`config.mk`:
```
export PLATFORM = sky130hd
export DESIGN_NAME = ple_ctrl
export DESIGN_NICKNAME = d
export VERILOG_FILES = /design/src/rtl/ple_pkg.sv /design/src/rtl/ple_ctrl.sv
export SDC_FILE = /design/constraint.sdc
export NUM_CORES = 1
export LEC_CHECK = 0
export ABC_AREA = 1
export ABC_CLOCK_PERIOD_IN_PS = 3200
export BUFFER_PORTS_ARGS = -buffer_cell sky130_fd_sc_hd__buf_2
export CORE_ASPECT_RATIO = 0.7
export CORE_UTILIZATION = 35
export DETAILED_ROUTE_END_ITERATION = 6
export SETUP_SLACK_MARGIN = 0.3
export SYNTH_ARGS = -nofsm -noshare
export SYNTH_HDL_FRONTEND = slang
export SYNTH_SLANG_ARGS = --single-unit
```
`constraint.sdc`:
```
create_clock -name clk -period 3.2 [get_ports clk]
set_input_delay 0.32 -clock clk [delete_from_list [all_inputs] [get_ports clk]]
set_output_delay 0.32 -clock clk [all_outputs]
set_load 0.005 [all_outputs]
```
`src/rtl/ple_pkg.sv`:
```
package ple_pkg;

    localparam int CAPACITY_DEF = 256;
    localparam int DATA_W       = 32;
    localparam int POS_W        = 9;
    localparam int IDX_W        = 9;
    localparam int KIND_W       = 2;
    localparam int STAT_W       = 2;
    localparam int S_TDATA_W    = 48;
    localparam int M_TDATA_W    = 48;

    typedef enum logic [KIND_W-1:0] {
        KIND_INSERT = 2'd0,
        KIND_DELETE = 2'd1,
        KIND_LOCATE = 2'd2
    } kind_t;

    typedef enum logic [STAT_W-1:0] {
        STAT_OK      = 2'd0,
        STAT_BAD_POS = 2'd1,
        STAT_FULL    = 2'd2
    } status_t;

    typedef enum logic [1:0] {
        ST_IDLE,
        ST_RUN,
        ST_FINISH,
        ST_DONE
    } state_t;

    typedef struct packed {
        status_t            status;
        logic [DATA_W-1:0]  removed_value;
        logic [IDX_W-1:0]   found_index;
    } result_t;

endpackage

```
`src/rtl/ple_ctrl.sv`:
```
module ple_ctrl
    import ple_pkg::*;
#(
    parameter int CAPACITY = CAPACITY_DEF,
    localparam int ADDR_W  = $clog2(CAPACITY),
    localparam int CNT_W   = $clog2(CAPACITY + 1)
) (
    input  logic                clk,
    input  logic                rst_n,
    input  logic                in_valid,
    output logic                in_ready,
    input  logic [KIND_W-1:0]   in_kind,
    input  logic [POS_W-1:0]    in_pos,
    input  logic [DATA_W-1:0]   in_value,
    output logic                ram_we,
    output logic [ADDR_W-1:0]   ram_waddr,
    output logic [DATA_W-1:0]   ram_wdata,
    output logic                ram_re,
    output logic [ADDR_W-1:0]   ram_raddr,
    input  logic [DATA_W-1:0]   ram_rdata,
    output logic                res_valid,
    input  logic                res_ready,
    output result_t             res
);

    localparam int EXT_W = ((CNT_W > POS_W) ? CNT_W : POS_W) + 1;

    state_t              state_reg, state_next;
    kind_t               kind_reg, kind_next;
    logic [DATA_W-1:0]   val_reg, val_next;
    logic [ADDR_W-1:0]   p0_reg, p0_next;
    logic [CNT_W-1:0]    cnt_reg, cnt_next;
    logic [CNT_W-1:0]    rem_reg, rem_next;
    logic [ADDR_W-1:0]   rd_reg, rd_next;
    logic [ADDR_W-1:0]   pa_reg, pa_next;
    logic                pend_reg, pend_next;
    logic                first_reg, first_next;
    logic                hit_reg, hit_next;
    status_t             status_reg, status_next;
    logic [DATA_W-1:0]   removed_reg, removed_next;
    logic [IDX_W-1:0]    found_reg, found_next;

    logic [EXT_W-1:0]    pos_eff_ext;
    logic [EXT_W-1:0]    cnt_ext;
    logic [EXT_W-1:0]    p0_ext;
    logic [EXT_W-1:0]    pa_inc_ext;
    logic                match_now;
    logic                issue;

    assign pos_eff_ext = (in_pos == '0) ? EXT_W'(1) : EXT_W'(in_pos);
    assign cnt_ext     = EXT_W'(cnt_reg);
    assign p0_ext      = pos_eff_ext - EXT_W'(1);
    assign pa_inc_ext  = EXT_W'(pa_reg) + EXT_W'(1);

    // Compare the word that came back from the read issued last cycle.
    assign match_now = pend_reg && (kind_reg == KIND_LOCATE) && !hit_reg
                       && (ram_rdata == val_reg);
    assign issue     = (state_reg == ST_RUN) && (rem_reg != '0) && !hit_reg && !match_now;

    assign in_ready  = (state_reg == ST_IDLE);
    assign res_valid = (state_reg == ST_DONE);
    assign ram_re    = issue;
    assign ram_raddr = rd_reg;

    assign res.status        = status_reg;
    assign res.removed_value = removed_reg;
    assign res.found_index   = found_reg;

    always_ff @(posedge clk or negedge rst_n)
    begin
        if (!rst_n)
        begin
            state_reg <= ST_IDLE;
            cnt_reg   <= '0;
            pend_reg  <= 1'b0;
        end
        else
        begin
            state_reg <= state_next;
            cnt_reg   <= cnt_next;
            pend_reg  <= pend_next;
        end
    end

    always_ff @(posedge clk)
    begin
        kind_reg    <= kind_next;
        val_reg     <= val_next;
        p0_reg      <= p0_next;
        rem_reg     <= rem_next;
        rd_reg      <= rd_next;
        pa_reg      <= pa_next;
        first_reg   <= first_next;
        hit_reg     <= hit_next;
        status_reg  <= status_next;
        removed_reg <= removed_next;
        found_reg   <= found_next;
    end

    always_comb
    begin
        state_next   = state_reg;
        kind_next    = kind_reg;
        val_next     = val_reg;
        p0_next      = p0_reg;
        cnt_next     = cnt_reg;
        rem_next     = rem_reg;
        rd_next      = rd_reg;
        pa_next      = pa_reg;
        pend_next    = 1'b0;
        first_next   = first_reg;
        hit_next     = hit_reg;
        status_next  = status_reg;
        removed_next = removed_reg;
        found_next   = found_reg;
        ram_we       = 1'b0;
        ram_waddr    = '0;
        ram_wdata    = ram_rdata;

        case (state_reg)
            ST_IDLE:
            begin
                if (in_valid)
                begin
                    kind_next    = kind_t'(in_kind);
                    val_next     = in_value;
                    p0_next      = p0_ext[ADDR_W-1:0];
                    status_next  = STAT_OK;
                    removed_next = '0;
                    found_next   = '0;
                    first_next   = 1'b1;
                    hit_next     = 1'b0;
                    rem_next     = CNT_W'(cnt_ext - p0_ext);
                    case (kind_t'(in_kind))
                        KIND_INSERT:
                        begin
                            rd_next = ADDR_W'(cnt_ext - EXT_W'(1));
                            if (pos_eff_ext > cnt_ext + EXT_W'(1))
                            begin
                                status_next = STAT_BAD_POS;
                                state_next  = ST_DONE;
                            end
                            else if (cnt_reg == CNT_W'(CAPACITY))
                            begin
                                status_next = STAT_FULL;
                                state_next  = ST_DONE;
                            end
                            else
                            begin
                                state_next = ST_RUN;
                            end
                        end
                        KIND_DELETE:
                        begin
                            rd_next = p0_ext[ADDR_W-1:0];
                            if (pos_eff_ext > cnt_ext)
                            begin
                                status_next = STAT_BAD_POS;
                                state_next  = ST_DONE;
                            end
                            else
                            begin
                                state_next = ST_RUN;
                            end
                        end
                        KIND_LOCATE:
                        begin
                            rd_next    = '0;
                            rem_next   = cnt_reg;
                            state_next = ST_RUN;
                        end
                        default:
                        begin
                            state_next = ST_DONE;
                        end
                    endcase
                end
            end

            ST_RUN:
            begin
                // Read one slot a cycle; insert and delete write it back one slot over.
                if (issue)
                begin
                    rem_next  = rem_reg - CNT_W'(1);
                    rd_next   = (kind_reg == KIND_INSERT) ? rd_reg - ADDR_W'(1)
                                                          : rd_reg + ADDR_W'(1);
                    pa_next   = rd_reg;
                    pend_next = 1'b1;
                end
                if (pend_reg)
                begin
                    case (kind_reg)
                        KIND_INSERT:
                        begin
                            ram_we    = 1'b1;
                            ram_waddr = pa_reg + ADDR_W'(1);
                        end
                        KIND_DELETE:
                        begin
                            if (first_reg)
                            begin
                                removed_next = ram_rdata;
                                first_next   = 1'b0;
                            end
                            else
                            begin
                                ram_we    = 1'b1;
                                ram_waddr = pa_reg - ADDR_W'(1);
                            end
                        end
                        default:
                        begin
                            if (match_now)
                            begin
                                hit_next   = 1'b1;
                                found_next = pa_inc_ext[IDX_W-1:0];
                            end
                        end
                    endcase
                end
                if (!issue && !pend_reg)
                begin
                    state_next = ST_FINISH;
                end
            end

            ST_FINISH:
            begin
                case (kind_reg)
                    KIND_INSERT:
                    begin
                        ram_we    = 1'b1;
                        ram_waddr = p0_reg;
                        ram_wdata = val_reg;
                        cnt_next  = cnt_reg + CNT_W'(1);
                    end
                    KIND_DELETE:
                    begin
                        cnt_next = cnt_reg - CNT_W'(1);
                    end
                    default:
                    begin
                    end
                endcase
                state_next = ST_DONE;
            end

            ST_DONE:
            begin
                if (res_ready)
                begin
                    state_next = ST_IDLE;
                end
            end

            default:
            begin
                state_next = ST_IDLE;
            end
        endcase
    end

endmodule

```
==> reports/results.ini <==
[routing]
drt-initial-drc-count = 471
ant_nets = 0
num_vias = 6937
drcViolationCount = 0
vias_per_cell = 4.79
first_pass_iters = 4
wire_per_inst_um = 16.4
routed_wirelength_um = 23700

[die]
dieHeight_um = 129
rows = 46
fp.coreArea_sq_um = 22700
start_util_pct = 35.6
ioPinCount = 174
die_area_sq_um = 23700
fp.dieW_um = 184

[job]
max_cap_viol_count = 0

[final_layout]
multiInputGateArea_sq_um = 3800
instances_no_fill = 1449
antenna_cells = 0
area_growth_pct = 23.0
nNetsFinal = 1259
register_area_sq_um = 3660
layout-drive-gt1-share_pct = 22.7
fillers = 2310

[synth]
ys_ff_latch = 124
synth_edf_count = 112
ys_warn_count = 0
async_flop_share_pct = 9.68
synth_nets = 1075
post_synth_num_cell_types = 50
synth_ff_type = edfxtp_1
avgSynthCellArea_sq_um = 8.60
syn_area_sq_um = 8080
yosysSeqAreaShare_pct = 45.3
synth_cells = 940

[grt]
globalRouteMet1Util_pct = 30.4
antenna_found_initial = 0
busiest_layer = met1
met2_usage_pct = 28.7
gr-usage-met3_pct = 4.41
grt.total_usage_pct = 20.2
grt_pass1_vias = 6336
overflow = 0
grt_max_degree = 61
grt_pass1_wl_um = 35900

[setup_path]
critPathSlowestCell = dfrtp_1
path_delay_family = simple AND/OR/NAND/NOR gates
crit_top_cell = nand3_1
critPathBufInv = 0
cp-startpoint = cnt_reg[1]
r2r_start = cnt_reg[1]
worstPathRequired_ps = 3570
start_kind = flop
arrival_ps = 3100
crit_type = reg2reg
cpPeakStageDelay_ps = 480
crit_fanout = 5
cp-end-kind = flop
crit_chain = ha_1, nand3_1, nor2_1, nand2_1, nor2_1, xor2_1, ha_1, nand3_1, nor2_1, nand3_1, nand4_1, nand4_1, nand3_1, nand4_1, nand2_1

[power_and_ir_drop]
power_frac_seq_pct = 33.7
p_leak_nw = 4.70
clockPowerShare_pct = 22.3
cellPowerDensity_nw_per_um2 = 896
ir_worst_vdd_mv = 0.408
switching_share_pct = 41.1
p_int_mw = 5.25
switching_power_mw = 3.66
comb_power_share_pct = 43.9

[status]
status = finished clean

[clock_network]
tritoncts = yes
htree_levels = 4
cts_root_buf = clkbuf_16
clkTransAtPathRegs_ps = 60
cts.path.max_buffers = 2
cts_buffers = 17
cts_sinks = 124
insertion_delay_ps = 430

[sta]
rsz0062_at_grt = yes
period_needed_ps = 2740
post-route-period-util_pct = 85.6
tns_ps = 0
slew_violations = 0
finalHoldViolations = 0
skew_ps = 12.5
setup_viol = 0
maxSlewHeadroom_pct = 54.9
max_freq_mhz = 365
tightestPinTransition_ps = 677

[placement]
gp_congestion = 0.910
dp.cells = 1411
dp.final_hpwl_um = 18100
place.port_buffers = 173

[worst_hold_path]
min_from = in_value[13]
hp-class = in2reg

-- placed cells by master (no fill, tap or decap), drive strengths merged, types with 30 or more instances in the layout --
cell | netlist | final
a21oi | 55 | 55
buf | 10 | 191
edfxtp | 112 | 112
ha | 53 | 53
inv | 126 | 128
nand2 | 275 | 275
nand3 | 39 | 39
nor2 | 66 | 66
o21ai | 39 | 39
xnor2 | 36 | 36
xor2 | 30 | 30
-- layer usage --
| metal | up-vias | share of wire, % |
|---|---|---|
| met2 | 233 | 42 |
| met4 | 0 | 1.5 |
| met3 | 30 | 6.8 |
| met5 | - | 0 |
| met1 | 3216 | 50 |
| li1 | 3458 | - |
-- cell usage after synthesis, types with 6 or more instances --
| cell | count | area, sq um |
|---|---|---|
| o211ai_1 | 6 | 45.0 |
| nand2_1 | 268 | 1010 |
| o22ai_1 | 8 | 50.1 |
| xnor2_1 | 36 | 315 |
| nand4_1 | 11 | 68.8 |
| nor2_1 | 58 | 218 |
| buf_2 | 8 | 40.0 |
| nand3_1 | 38 | 190 |
| nor3_1 | 10 | 50.1 |
| edfxtp_1 | 112 | 3360 |
| a21oi_1 | 54 | 270 |
| xor2_1 | 29 | 254 |
| inv_1 | 120 | 450 |
| o21ai_0 | 36 | 180 |
| nand2_2 | 6 | 37.5 |
| ha_1 | 53 | 663 |
| clkbuf_1 | 14 | 52.6 |
| dfrtp_1 | 12 | 300 |
-- worst register-to-register path, cell delays in order (launching register included) --
cell and delay, ps:
dfrtp_1 480, ha_1 250, nand3_1 140, nor2_1 170, nand2_1 80, nor2_1 120
xor2_1 90, ha_1 300, nand3_1 90, nor2_1 260, nand3_1 120, nand4_1 110
nand4_1 130, nand3_1 160, nand4_1 90, nand2_1 70
-- final cells by class --
type	count	share of cell area [%]
sequential	124	36.8
clock inverter	10	1.40
clock buffer	22	4.57
timing repair buffer	192	10.2
multi-input combinational	661	38.2
tap	312	3.93
inverter	128	4.88
-- through the flow --
step	util [%]	power (mW)	worst slack [ps]	hold WS, ps	instance area, sq um
2_1_floorplan	-	5.43	490	24.4	8080
3_3_place_gp	41.0	6.87	249	224	9300
3_5_place_dp	41.0	6.90	208	231	9300
4_1_cts	43.7	8.93	395	44.5	9910
5_1_grt	43.9	9.57	294	46.7	9950
6_report	43.9	8.92	461	65.9	9950
-- kinds of logic (layout without fill, tap and decap cells) --
group           Yosys count  after routing  synth area share (%)
xor+xnor                 66             66                  7.24
flops                   124            124                  45.3
fa+ha+maj                56             56                  8.95
simple gates            414            414                  21.9
compound gates          125            125                  8.79
buf+inv                 155            352                  7.80
-- final timing paths --
path | slack (ps) | to | depth (start not counted)
max | 460 | state_reg[1] | 15
min reg2reg | 520 | pa_reg[6] | 0
max reg2reg | 460 | state_reg[1] | 15
min | 70 | val_reg[13] | 1
max in group asynchronous | 2630 | cnt_reg[4] | 2
min in group asynchronous | 310 | state_reg[0] | 2
-- power groups by stage --
stage / clock [mW] / sequential (mW) / combinational [mW]
floorplan: 0 / 2.95 / 2.49
global placement: 0 / 3.01 / 3.85
detailed placement: 0 / 3.03 / 3.86
CTS: 2.03 / 3.01 / 3.90
global route: 2.10 / 3.07 / 4.40
finish: 1.99 / 3.01 / 3.92
-- repair_timing --
action	4_1_cts	5_1_grt
endpoints found under the setup margin	1	7
buffers inserted	1	4
gates cloned	0	0
pin swaps	1	1
endpoints found under the hold margin	12	0
hold buffers	1	0
resized for setup	0	3
(Power assumes the default switching activity.)
